==> src/sv/spinor_pkg.sv <==
`timescale 1ns / 1ps

package spinor_pkg;

    // Item kinds carried in the input tuser field.
    localparam logic [1:0] KIND_TICK  = 2'd0;
    localparam logic [1:0] KIND_START = 2'd1;
    localparam logic [1:0] KIND_LOAD  = 2'd2;

    // One input word, unpacked.
    typedef struct packed {
        logic [1:0]  kind;
        logic [1:0]  operation;
        logic [23:0] address;
        logic [8:0]  length;
        logic [7:0]  buffer_index;
        logic [7:0]  write_byte;
        logic        miso;
    } item_t;

    // One result word, as produced by the sequencer.
    typedef struct packed {
        logic       sck_pulse;
        logic       mosi;
        logic       cs_n;
        logic [7:0] read_byte;
        logic       read_valid;
        logic       last;
        logic       busy_res;
    } result_t;

endpackage

==> src/sv/spinor_pbuf.sv <==
`timescale 1ns / 1ps

module spinor_pbuf #(
    parameter int PAGE_BYTES = 256,
    localparam int AW = (PAGE_BYTES > 1) ? $clog2(PAGE_BYTES) : 1
) (
    input  logic          clk,
    input  logic          rst_n,
    input  logic          wr_en,
    input  logic [AW-1:0] wr_addr,
    input  logic [7:0]    wr_data,
    input  logic [AW-1:0] rd_addr,
    output logic [7:0]    rd_data
);

    logic [7:0] mem [PAGE_BYTES];
    logic [7:0] rdata_reg;
    logic [7:0] byp_data_reg;
    logic       byp_reg;
    logic       byp_next;

    // Page buffer storage with a registered read port.
    always_ff @(posedge clk)
    begin
        if (wr_en)
        begin
            mem[wr_addr] <= wr_data;
        end
        rdata_reg    <= mem[rd_addr];
        byp_data_reg <= wr_data;
    end

    // A write to the entry being read in the same cycle is forwarded.
    assign byp_next = wr_en && (wr_addr == rd_addr);

    always_ff @(posedge clk or negedge rst_n)
    begin
        if (!rst_n)
        begin
            byp_reg <= 1'b0;
        end
        else
        begin
            byp_reg <= byp_next;
        end
    end

    assign rd_data = byp_reg ? byp_data_reg : rdata_reg;

endmodule

==> src/sv/spinor_seq.sv <==
`timescale 1ns / 1ps

module spinor_seq
    import spinor_pkg::*;
#(
    parameter int PAGE_BYTES = 256,
    localparam int AW = (PAGE_BYTES > 1) ? $clog2(PAGE_BYTES) : 1
) (
    input  logic          clk,
    input  logic          rst_n,
    input  logic          accept,
    input  item_t         item,
    input  logic [7:0]    page_data,
    output logic [AW-1:0] rd_addr,
    output result_t       res
);

    // Sequence steps; a gap step sits GAP_OFS above the step it leads to.
    localparam logic [4:0] ST_IDLE      = 5'd0;
    localparam logic [4:0] ST_RDID_CMD  = 5'd1;
    localparam logic [4:0] ST_RDID_DATA = 5'd2;
    localparam logic [4:0] ST_READ_HDR  = 5'd3;
    localparam logic [4:0] ST_READ_DATA = 5'd4;
    localparam logic [4:0] ST_PP_WREN   = 5'd5;
    localparam logic [4:0] ST_PP_HDR    = 5'd6;
    localparam logic [4:0] ST_PP_DATA   = 5'd7;
    localparam logic [4:0] ST_PP_RDSR   = 5'd8;
    localparam logic [4:0] ST_PP_POLL   = 5'd9;
    localparam logic [4:0] ST_SE_WREN1  = 5'd10;
    localparam logic [4:0] ST_SE_WRSR   = 5'd11;
    localparam logic [4:0] ST_SE_RDSR1  = 5'd12;
    localparam logic [4:0] ST_SE_POLL1  = 5'd13;
    localparam logic [4:0] ST_SE_WREN2  = 5'd14;
    localparam logic [4:0] ST_SE_CMD    = 5'd15;
    localparam logic [4:0] ST_SE_RDSR2  = 5'd16;
    localparam logic [4:0] ST_SE_POLL2  = 5'd17;
    localparam logic [4:0] GAP_OFS      = 5'd14;
    localparam logic [4:0] ST_GAP_LO    = 5'd20;
    localparam logic [4:0] ST_GAP_PP_HDR  = ST_PP_HDR + GAP_OFS;
    localparam logic [4:0] ST_GAP_PP_RDSR = ST_PP_RDSR + GAP_OFS;
    localparam logic [4:0] ST_GAP_SE_WRSR = ST_SE_WRSR + GAP_OFS;
    localparam logic [4:0] ST_GAP_SE_RDSR1 = ST_SE_RDSR1 + GAP_OFS;
    localparam logic [4:0] ST_GAP_SE_WREN2 = ST_SE_WREN2 + GAP_OFS;
    localparam logic [4:0] ST_GAP_SE_CMD  = ST_SE_CMD + GAP_OFS;
    localparam logic [4:0] ST_GAP_SE_RDSR2 = ST_SE_RDSR2 + GAP_OFS;

    // Flash command opcodes and fill bytes.
    localparam logic [7:0] CMD_RDID  = 8'h9F;
    localparam logic [7:0] CMD_READ  = 8'h03;
    localparam logic [7:0] CMD_WREN  = 8'h06;
    localparam logic [7:0] CMD_PP    = 8'h02;
    localparam logic [7:0] CMD_RDSR  = 8'h05;
    localparam logic [7:0] CMD_SE    = 8'h20;
    localparam logic [7:0] CMD_WRSR  = 8'h01;
    localparam logic [7:0] BYTE_ZERO = 8'h00;
    localparam logic [7:0] BYTE_FILL = 8'hFF;

    localparam logic [1:0] OP_READ_ID = 2'd0;
    localparam logic [1:0] OP_READ    = 2'd1;
    localparam logic [1:0] OP_PROGRAM = 2'd2;
    localparam logic [1:0] OP_ERASE   = 2'd3;

    logic [4:0]    step_reg,  step_next;
    logic [2:0]    bit_reg,   bit_next;
    logic [8:0]    byte_reg,  byte_next;
    logic [7:0]    so_reg,    so_next;
    logic [7:0]    si_reg,    si_next;
    logic [23:0]   addr_reg,  addr_next;
    logic [8:0]    total_reg, total_next;
    logic [AW-1:0] pidx_reg,  pidx_next;

    // Address byte of the command header for header byte number n.
    function automatic logic [7:0] addr_byte(input logic [23:0] a, input logic [8:0] n);
        logic [7:0] b;
        b = BYTE_ZERO;
        if (n == 9'd1)
        begin
            b = a[23:16];
        end
        else if (n == 9'd2)
        begin
            b = a[15:8];
        end
        else if (n == 9'd3)
        begin
            b = a[7:0];
        end
        return b;
    endfunction

    // Next-state and result logic for one word.
    always_comb
    begin
        logic [7:0]    tx_byte;
        logic [7:0]    si_new;
        logic [8:0]    n;
        logic [AW-1:0] pidx_inc;
        logic          counted;
        logic          go_en;
        logic [4:0]    go_step;
        logic          done;

        step_next  = step_reg;
        bit_next   = bit_reg;
        byte_next  = byte_reg;
        so_next    = so_reg;
        si_next    = si_reg;
        addr_next  = addr_reg;
        total_next = total_reg;
        pidx_next  = pidx_reg;
        res        = '0;
        res.cs_n   = 1'b1;

        tx_byte  = so_reg;
        si_new   = {si_reg[6:0], item.miso};
        n        = byte_reg;
        counted  = 1'b0;
        go_en    = 1'b0;
        go_step  = ST_IDLE;
        done     = 1'b0;
        pidx_inc = (pidx_reg == AW'(PAGE_BYTES - 1)) ? '0 : pidx_reg + 1'b1;

        if (item.kind == KIND_TICK)
        begin
            if (step_reg >= ST_GAP_LO)
            begin
                // Chip select high for one tick between two commands.
                go_en        = 1'b1;
                go_step      = step_reg - GAP_OFS;
                res.busy_res = 1'b1;
            end
            else if (step_reg >= ST_RDID_CMD && step_reg <= ST_SE_POLL2)
            begin
                // Pick the byte to send at the first bit of each byte.
                if (bit_reg == 3'd0)
                begin
                    unique case (step_reg)
                        ST_RDID_CMD: tx_byte = CMD_RDID;
                        ST_READ_HDR:
                            tx_byte = (byte_reg == 9'd0) ? CMD_READ
                                                         : addr_byte(addr_reg, byte_reg);
                        ST_PP_WREN, ST_SE_WREN1, ST_SE_WREN2: tx_byte = CMD_WREN;
                        ST_PP_HDR:
                            tx_byte = (byte_reg == 9'd0) ? CMD_PP
                                                         : addr_byte(addr_reg, byte_reg);
                        ST_PP_DATA: tx_byte = page_data;
                        ST_PP_RDSR, ST_SE_RDSR1, ST_SE_RDSR2: tx_byte = CMD_RDSR;
                        ST_SE_WRSR: tx_byte = (byte_reg == 9'd0) ? CMD_WRSR : BYTE_ZERO;
                        ST_SE_CMD:
                            tx_byte = (byte_reg == 9'd0) ? CMD_SE
                                                         : addr_byte(addr_reg, byte_reg);
                        default: tx_byte = BYTE_FILL;
                    endcase
                end

                res.sck_pulse = 1'b1;
                res.cs_n      = 1'b0;
                res.mosi      = tx_byte[7];
                res.busy_res  = 1'b1;
                so_next       = {tx_byte[6:0], 1'b0};
                si_next       = si_new;
                bit_next      = bit_reg + 3'd1;

                // Byte boundary: emit captured data and advance the sequence.
                if (bit_reg == 3'd7)
                begin
                    if (step_reg == ST_RDID_DATA || step_reg == ST_READ_DATA)
                    begin
                        res.read_byte  = si_new;
                        res.read_valid = 1'b1;
                    end
                    counted = !(step_reg == ST_PP_POLL || step_reg == ST_SE_POLL1
                                || step_reg == ST_SE_POLL2);
                    if (counted)
                    begin
                        n         = byte_reg + 9'd1;
                        byte_next = n;
                        pidx_next = pidx_inc;
                    end

                    unique case (step_reg)
                        ST_RDID_CMD:
                            if (n >= 9'd1)
                            begin
                                go_en = 1'b1; go_step = ST_RDID_DATA;
                            end
                        ST_RDID_DATA:
                            done = (n >= 9'd3);
                        ST_READ_HDR:
                            if (n >= 9'd4)
                            begin
                                if (total_reg == 9'd0)
                                begin
                                    done = 1'b1;
                                end
                                else
                                begin
                                    go_en = 1'b1; go_step = ST_READ_DATA;
                                end
                            end
                        ST_READ_DATA:
                            done = (n >= total_reg);
                        ST_PP_WREN:
                            if (n >= 9'd1)
                            begin
                                go_en = 1'b1; go_step = ST_GAP_PP_HDR;
                            end
                        ST_PP_HDR:
                            if (n >= 9'd4)
                            begin
                                go_en   = 1'b1;
                                go_step = (total_reg == 9'd0) ? ST_GAP_PP_RDSR : ST_PP_DATA;
                            end
                        ST_PP_DATA:
                            if (n >= total_reg)
                            begin
                                go_en = 1'b1; go_step = ST_GAP_PP_RDSR;
                            end
                        ST_PP_RDSR:
                        begin
                            go_en = 1'b1; go_step = ST_PP_POLL;
                        end
                        ST_PP_POLL, ST_SE_POLL2:
                            done = !si_new[0];
                        ST_SE_WREN1:
                        begin
                            go_en = 1'b1; go_step = ST_GAP_SE_WRSR;
                        end
                        ST_SE_WRSR:
                            if (n >= 9'd3)
                            begin
                                go_en = 1'b1; go_step = ST_GAP_SE_RDSR1;
                            end
                        ST_SE_RDSR1:
                        begin
                            go_en = 1'b1; go_step = ST_SE_POLL1;
                        end
                        ST_SE_POLL1:
                            if (!si_new[0])
                            begin
                                go_en = 1'b1; go_step = ST_GAP_SE_WREN2;
                            end
                        ST_SE_WREN2:
                        begin
                            go_en = 1'b1; go_step = ST_GAP_SE_CMD;
                        end
                        ST_SE_CMD:
                            if (n >= 9'd4)
                            begin
                                go_en = 1'b1; go_step = ST_GAP_SE_RDSR2;
                            end
                        ST_SE_RDSR2:
                        begin
                            go_en = 1'b1; go_step = ST_SE_POLL2;
                        end
                        default: ;
                    endcase

                    if (done)
                    begin
                        go_en    = 1'b1;
                        go_step  = ST_IDLE;
                        res.last = 1'b1;
                    end
                end
            end
            else
            begin
                go_en   = 1'b1;
                go_step = ST_IDLE;
            end
        end
        else
        begin
            // Start an operation; it is ignored while one is running.
            if (item.kind == KIND_START && step_reg == ST_IDLE)
            begin
                addr_next  = item.address;
                total_next = item.length;
                si_next    = 8'h00;
                so_next    = 8'h00;
                go_en      = 1'b1;
                unique case (item.operation)
                    OP_READ_ID: go_step = ST_RDID_CMD;
                    OP_READ:    go_step = ST_READ_HDR;
                    OP_PROGRAM: go_step = ST_PP_WREN;
                    OP_ERASE:   go_step = ST_SE_WREN1;
                    default:    go_step = ST_RDID_CMD;
                endcase
            end
        end

        if (go_en)
        begin
            step_next = go_step;
            bit_next  = 3'd0;
            byte_next = 9'd0;
            pidx_next = '0;
        end

        // Non-tick words show the held chip select level.
        if (item.kind != KIND_TICK)
        begin
            res.cs_n = !(step_next >= ST_RDID_CMD && step_next <= ST_SE_POLL2
                         && (bit_next != 3'd0 || byte_next != 9'd0));
            res.busy_res = (step_next != ST_IDLE);
        end
    end

    // The page buffer is read at the index the next word will need.
    assign rd_addr = accept ? pidx_next : pidx_reg;

    always_ff @(posedge clk or negedge rst_n)
    begin
        if (!rst_n)
        begin
            step_reg  <= ST_IDLE;
            bit_reg   <= 3'd0;
            byte_reg  <= 9'd0;
            so_reg    <= 8'h00;
            si_reg    <= 8'h00;
            addr_reg  <= 24'd0;
            total_reg <= 9'd0;
            pidx_reg  <= '0;
        end
        else if (accept)
        begin
            step_reg  <= step_next;
            bit_reg   <= bit_next;
            byte_reg  <= byte_next;
            so_reg    <= so_next;
            si_reg    <= si_next;
            addr_reg  <= addr_next;
            total_reg <= total_next;
            pidx_reg  <= pidx_next;
        end
    end

endmodule

==> src/sv/spi_nor_flash_command_sequencer.sv <==
`timescale 1ns / 1ps

// SPI mode 0 NOR flash command sequencer, driven one serial bit per word.
// Input stream (s_axis): tuser carries the word kind: a bit tick, a start of
// an operation (read ID, read, page program, sector erase) or a page buffer
// load. tdata carries operation, address, length, buffer index, load byte
// and the sampled MISO bit.
// Output stream (m_axis): exactly one word per input word, carrying the SCK
// pulse, MOSI and CS_N levels for that tick, a captured byte with its valid
// flag in tuser, and the busy flag; tlast marks the tick ending an operation.
// Each result is registered in the output register on acceptance, and one
// word is taken every cycle while the output is not stalled. The page buffer
// is a synchronous memory with one write and one read port, read ahead at the
// index the next word may need; a load to that same entry is forwarded, so
// loads may be interleaved with ticks of a program.
// Reset returns the sequencer to idle and empties the output register; page
// buffer contents are undefined until loaded. When the receiver stalls, the
// result is held and s_axis_tready drops until it is taken.
module spi_nor_flash_command_sequencer
    import spinor_pkg::*;
#(
    parameter int PAGE_BYTES = 256
) (
    input  logic        clk,
    input  logic        rst_n,
    input  logic        s_axis_tvalid,
    output logic        s_axis_tready,
    // operation[1:0], address[25:2], length[34:26], buffer_index[42:35],
    // write_byte[50:43], miso[51], zero fill above
    input  logic [55:0] s_axis_tdata,
    // kind[1:0]
    input  logic [1:0]  s_axis_tuser,
    output logic        m_axis_tvalid,
    input  logic        m_axis_tready,
    // sck_pulse[0], mosi[1], cs_n[2], read_byte[10:3], busy_res[11], zero fill above
    output logic [15:0] m_axis_tdata,
    // read_valid[0]
    output logic        m_axis_tuser,
    // last
    output logic        m_axis_tlast
);

    localparam int AW = (PAGE_BYTES > 1) ? $clog2(PAGE_BYTES) : 1;

    item_t         item;
    result_t       res;
    result_t       res_reg;
    logic          m_valid_reg, m_valid_next;
    logic          accept;
    logic          wr_en;
    logic [AW-1:0] rd_addr;
    logic [7:0]    page_data;

    // Unpack the input word.
    always_comb
    begin
        item.kind         = s_axis_tuser;
        item.operation    = s_axis_tdata[1:0];
        item.address      = s_axis_tdata[25:2];
        item.length       = s_axis_tdata[34:26];
        item.buffer_index = s_axis_tdata[42:35];
        item.write_byte   = s_axis_tdata[50:43];
        item.miso         = s_axis_tdata[51];
    end

    assign s_axis_tready = !m_valid_reg || m_axis_tready;
    assign accept        = s_axis_tvalid && s_axis_tready;

    // Loads beyond the page size are dropped.
    assign wr_en = accept && (item.kind == KIND_LOAD)
                   && (32'(item.buffer_index) < PAGE_BYTES);

    spinor_pbuf #(
        .PAGE_BYTES(PAGE_BYTES)
    ) u_pbuf (
        .clk     (clk),
        .rst_n   (rst_n),
        .wr_en   (wr_en),
        .wr_addr (AW'(item.buffer_index)),
        .wr_data (item.write_byte),
        .rd_addr (rd_addr),
        .rd_data (page_data)
    );

    spinor_seq #(
        .PAGE_BYTES(PAGE_BYTES)
    ) u_seq (
        .clk       (clk),
        .rst_n     (rst_n),
        .accept    (accept),
        .item      (item),
        .page_data (page_data),
        .rd_addr   (rd_addr),
        .res       (res)
    );

    // Output register.
    assign m_valid_next = accept || (m_valid_reg && !m_axis_tready);

    always_ff @(posedge clk or negedge rst_n)
    begin
        if (!rst_n)
        begin
            m_valid_reg <= 1'b0;
        end
        else
        begin
            m_valid_reg <= m_valid_next;
        end
    end

    always_ff @(posedge clk)
    begin
        if (accept)
        begin
            res_reg <= res;
        end
    end

    assign m_axis_tvalid = m_valid_reg;
    assign m_axis_tdata  = {4'b0000, res_reg.busy_res, res_reg.read_byte,
                            res_reg.cs_n, res_reg.mosi, res_reg.sck_pulse};
    assign m_axis_tuser  = res_reg.read_valid;
    assign m_axis_tlast  = res_reg.last;

endmodule
==> config.mk <==
export PLATFORM = sky130hd
export DESIGN_NAME = spi_nor_flash_command_sequencer
export DESIGN_NICKNAME = d
export VERILOG_FILES = /design/src/sv/spinor_pkg.sv /design/src/sv/spinor_pbuf.sv /design/src/sv/spinor_seq.sv /design/src/sv/spi_nor_flash_command_sequencer.sv
export SDC_FILE = /design/constraint.sdc
export NUM_CORES = 2
export LEC_CHECK = 0
export BUFFER_PORTS_ARGS = -buffer_cell sky130_fd_sc_hd__buf_2
export CORE_MARGIN = 5
export CORE_UTILIZATION = 50
export DETAILED_ROUTE_END_ITERATION = 7
export MAX_ROUTING_LAYER = met4
export PLACE_DENSITY = 0.65
export SLEW_MARGIN = 10
export SYNTH_ARGS = -nofsm -noshare
export SYNTH_HDL_FRONTEND = slang
export SYNTH_HIERARCHICAL = 1
export SYNTH_SLANG_ARGS = --single-unit
==> constraint.sdc <==
create_clock -name clk -period 8.25 [get_ports clk]
set_input_delay 0.825 -clock clk [delete_from_list [all_inputs] [get_ports clk]]
set_output_delay 0.825 -clock clk [all_outputs]
set_load 0.02 [all_outputs]
==> results by group <==
Run status
  • Outcome: complete, no violations

Route
  • Drc violations: 0
  • Routed wire length: 204,000 µm
  • Post-DR wirelength/cell: 29.3 µm
  • Via Count: 43.8k
  • Vias/cell: 6.30
  • DRT iter0 DRCs: 5,744
  • Post-DRT Antenna Nets: 0
  • First-pass detailed-route iteration total: 6

Clocking
  • Max clock buf depth: 3
  • Clock transition at path regs: 60 ps
  • CTS tree: built
  • Total CTS buffers: 209
  • Post CTS Setup Buffer Count: 0
  • Worst-Skew Late Latency: 840 ps
  • CTS root buffer: clkbuf_16
  • TritonCTS Sinks: 2,152
  • CTS H-tree depth: 4

Timing
  • Worst slew pin tran: 1320 ps
  • FMAX: 130 MHz
  • Min cycle time layout: 7680 ps
  • Headroom to the max-slew limit: 0.0941
  • WHS: 146 ps
  • Slew Limit Fails: 0
  • Final hold violation count: 0
  • Fin Clk Skew: 53.5 ps
  • Final setup vio count: 0
  • Setup WS post-layout: 567 ps
  • Unrepaired setup endpoints after global routing: false
  • Total negative slack: 0 ps
  • Final Cycle Share: 0.931

Worst setup path
  • Critical path buffer and inverter count: 1
  • Crit path max fanout: 21
  • Arr. time, crit path: 8430 ps
  • Critical-path cell list: nor2b_1 -> o21ai_2 -> nand4_1 -> xnor2_1 -> ha_1 -> o2111a_1 -> a221oi_1 -> a311oi_2 -> o21ai_1 -> o311ai_4 -> nand2_2 -> nand4_1 -> mux2i_4 -> buf_4 -> nand2_1 -> nand3_1 -> o21ai_0 -> a211oi_1 -> nor4_1 -> nor4b_2
  • CP startpoint kind: flip-flop
  • Type of destination of the critical path: flip-flop
  • Most Frequent Cell on Critical Path: nand4_1
  • Worst setup path class: reg -> reg
  • Worst path max stage delay: 1010 ps
  • Slowest cell on crit path: a211oi_1
  • Worst path top cell family by delay: compound AO/OA/AOI/OAI gates
  • Required time worst endpoint: 9000 ps

GRT
  • Gr ovfl total: 0
  • Largest net degree at the start of global routing: 119
  • GRT met1 Usage: 0.330
  • Most used routing layer: met2
  • GRT Overall Usage: 0.232
  • Grt met2 use: 0.344
  • Initial antenna violation count: 8
  • First-pass GRT wire length: 299,000 µm
  • GRT met3 Usage: 0.0473
  • Vias in the first global route: 43.4k

Placement
  • Number of port buffers: 73
  • Post-DP HPWL: 126,000 µm
  • RePlAce Congestion: 0.929
  • Dpl ws: 447 ps

Finish
  • Layout Nets: 4,615
  • Share of cells above drive strength 1: 0.216
  • Max reg flops: 2,048
  • Area Growth Syn to Fin: 11.0%
  • Finished Core Util: 0.557

Power and ir drop
  • Leakage power: 0.0290 µW
  • Power per cell area: 236 mW/mm²
  • Max VDD drop: 0.162 mV
  • Pwr Total: 22,500 µW

Die
  • Chip Height: 424 µm
  • CORE AREA: 0.171 mm²
  • # rows: 152
  • Initial Utilization: 0.502
  • Ports: 82
  • Total die area: 0.180 mm²
  • Die outline width: 424 µm

Synthesis
  • Avg Inst Size Synth: 19.5 µm²
  • Yosys cell types: 101
  • Register area share after synthesis: 0.746
  • Post-synth EDFFs: 2,062
  • Async SR Flop Fraction: 0.0344
  • Main flop type after synthesis: edfxtp_1
  • Synthesized flop and latch total: 2,152
  • Yosys warning count: 6
  • Mapped cell area: 0.0859 mm²
  • Gate Count Post-Synth: 4,412

Flow run
  • Max_cap viols: 0

Worst hold path
  • Hold Path Class: in -> async
[cell type report]
class	instances	area (µm²)
sequential	2152	64100
fill	12700	75900
antenna	6	15.0
multi-input combinational	1947	20000
clock buffer	264	5550
clock inverter	121	1120
inverter	30	113
timing repair buffer	194	1620
tap	2233	2790
[kinds of logic (layout without fill, tap and decap cells)]
| logic type | Yosys count | after routing | share of synthesized area |
|---|---|---|---|
| flip-flops | 2152 | 2152 | 0.746 |
| AND/OR/NAND/NOR | 671 | 671 | 0.0376 |
| multiplexers | 645 | 645 | 0.140 |
| AO/OA/AOI/OAI | 589 | 589 | 0.0489 |
| buffers and inverters | 316 | 609 | 0.0224 |
| adder cells (fa/ha/maj) | 19 | 19 | 0.00277 |
| XOR/XNOR | 19 | 19 | 0.00194 |
| other | 1 | 10 | 0.0000437 |
[path summary, 6_finish.rpt]
kind                                               start                        endpoint  slack [ps]  cells past startpoint
max                        u_seq/step_reg[4]$_DFFE_PN0P_     u_pbuf/rdata_reg[4]$_DFF_P_         570                     20
min                                                rst_n         m_axis_tvalid$_DFF_PN0_         150                      1
max reg2reg                u_seq/step_reg[4]$_DFFE_PN0P_     u_pbuf/rdata_reg[4]$_DFF_P_         570                     20
min reg2reg                  u_seq/so_reg[2]$_DFFE_PN0P_     u_seq/so_reg[2]$_DFFE_PN0P_         480                      2
max in group asynchronous                          rst_n     u_seq/pidx_reg[5]$_DFF_PN0_        7460                      1
min in group clk                        s_axis_tdata[26]  u_seq/total_reg[0]$_DFFE_PN0P_         220                      2
[repair_timing]
item	CTS	global route
setup endpoints to repair	0	1
gates resized for setup	0	1
hold buffers	0	0
[worst reg2reg max path: stages (launching register included)]
cell and delay [ps]:
dfrtp_1 800, nor2b_1 270, o21ai_2 450, nand4_1 180
xnor2_1 270, ha_1 320, o2111a_1 150, a221oi_1 300
a311oi_2 200, o21ai_1 260, o311ai_4 160, nand2_2 330
nand4_1 200, mux2i_4 920, buf_4 450, nand2_1 140
nand3_1 360, o21ai_0 170, a211oi_1 1010, nor4_1 370
nor4b_2 290
[cells in the final DEF, fill, tap and decap left out, drive strengths merged, types with 8 or more instances in the layout]
cell	n
dfrtp	74
mux2	63
clkbuf	266
nor4b	9
or2	16
nor2	330
edfxtp	2062
mux2i	149
nand3	42
xnor2	11
nor2b	30
nor3	17
a2111oi	11
a31oi	10
a22o	21
buf	192
a22oi	154
a32o	10
and2	15
nand2b	17
a21oi	101
xor2	8
o31ai	14
inv	35
clkinv	97
and3	8
a211oi	38
ha	19
o21ai	68
a221oi	16
mux4	433
dfxtp	16
nand4	24
bufinv	15
o221ai	50
o22ai	55
nand2	100
nor4	32
[power breakdown]
group | switching [µW] | internal (µW)
Clock | 4020 | 5230
Combinational | 688 | 360
Sequential | 108 | 12100
Total | 4820 | 17700
[through the flow]
step / instances / cell area [µm²]
CTS: 6941 / 95300
floorplan: 4415 / 85900
global route: 6944 / 95300
finish: 6947 / 95300
detailed placement: 6556 / 88600
global placement: 6556 / 88600
[cells in the mapped netlist, types with 10 or more instances]
cell type | count | area share
edfxtp_1 | 2062 | 0.72
mux4_2 | 412 | 0.11
nor2_1 | 329 | 0.014
a22oi_1 | 154 | 0.013
mux2i_1 | 149 | 0.017
clkbuf_1 | 121 | 0.0053
a21oi_1 | 100 | 0.0058
nand2_1 | 99 | 0.0043
dfrtp_1 | 74 | 0.022
o21ai_0 | 63 | 0.0037
mux2_2 | 62 | 0.0081
o22ai_1 | 55 | 0.0040
buf_2 | 53 | 0.0031
o221ai_1 | 50 | 0.0051
nand3_1 | 41 | 0.0024
a211oi_1 | 36 | 0.0031
buf_4 | 31 | 0.0027
nor4_1 | 31 | 0.0023
nor2b_1 | 30 | 0.0022
inv_1 | 29 | 0.0013
buf_1 | 28 | 0.0012
buf_6 | 26 | 0.0034
nand4_1 | 24 | 0.0017
a22o_1 | 21 | 0.0021
mux4_1 | 21 | 0.0064
ha_1 | 19 | 0.0028
nor3_1 | 17 | 0.00099
a221oi_1 | 16 | 0.0016
buf_12 | 16 | 0.0037
dfxtp_1 | 16 | 0.0037
nand2b_1 | 16 | 0.0012
and2_1 | 15 | 0.0011
o31ai_1 | 13 | 0.0011
xnor2_1 | 11 | 0.0011
a31oi_1 | 10 | 0.00073
a32o_1 | 10 | 0.0012
[per-layer routing]
layer,up-vias,part of all wire
met5,-,0
met4,0,0.031
met3,313,0.087
met2,2003,0.47
met1,23000,0.41
li1,18500,-
Power figures use the tool's default switching activity.
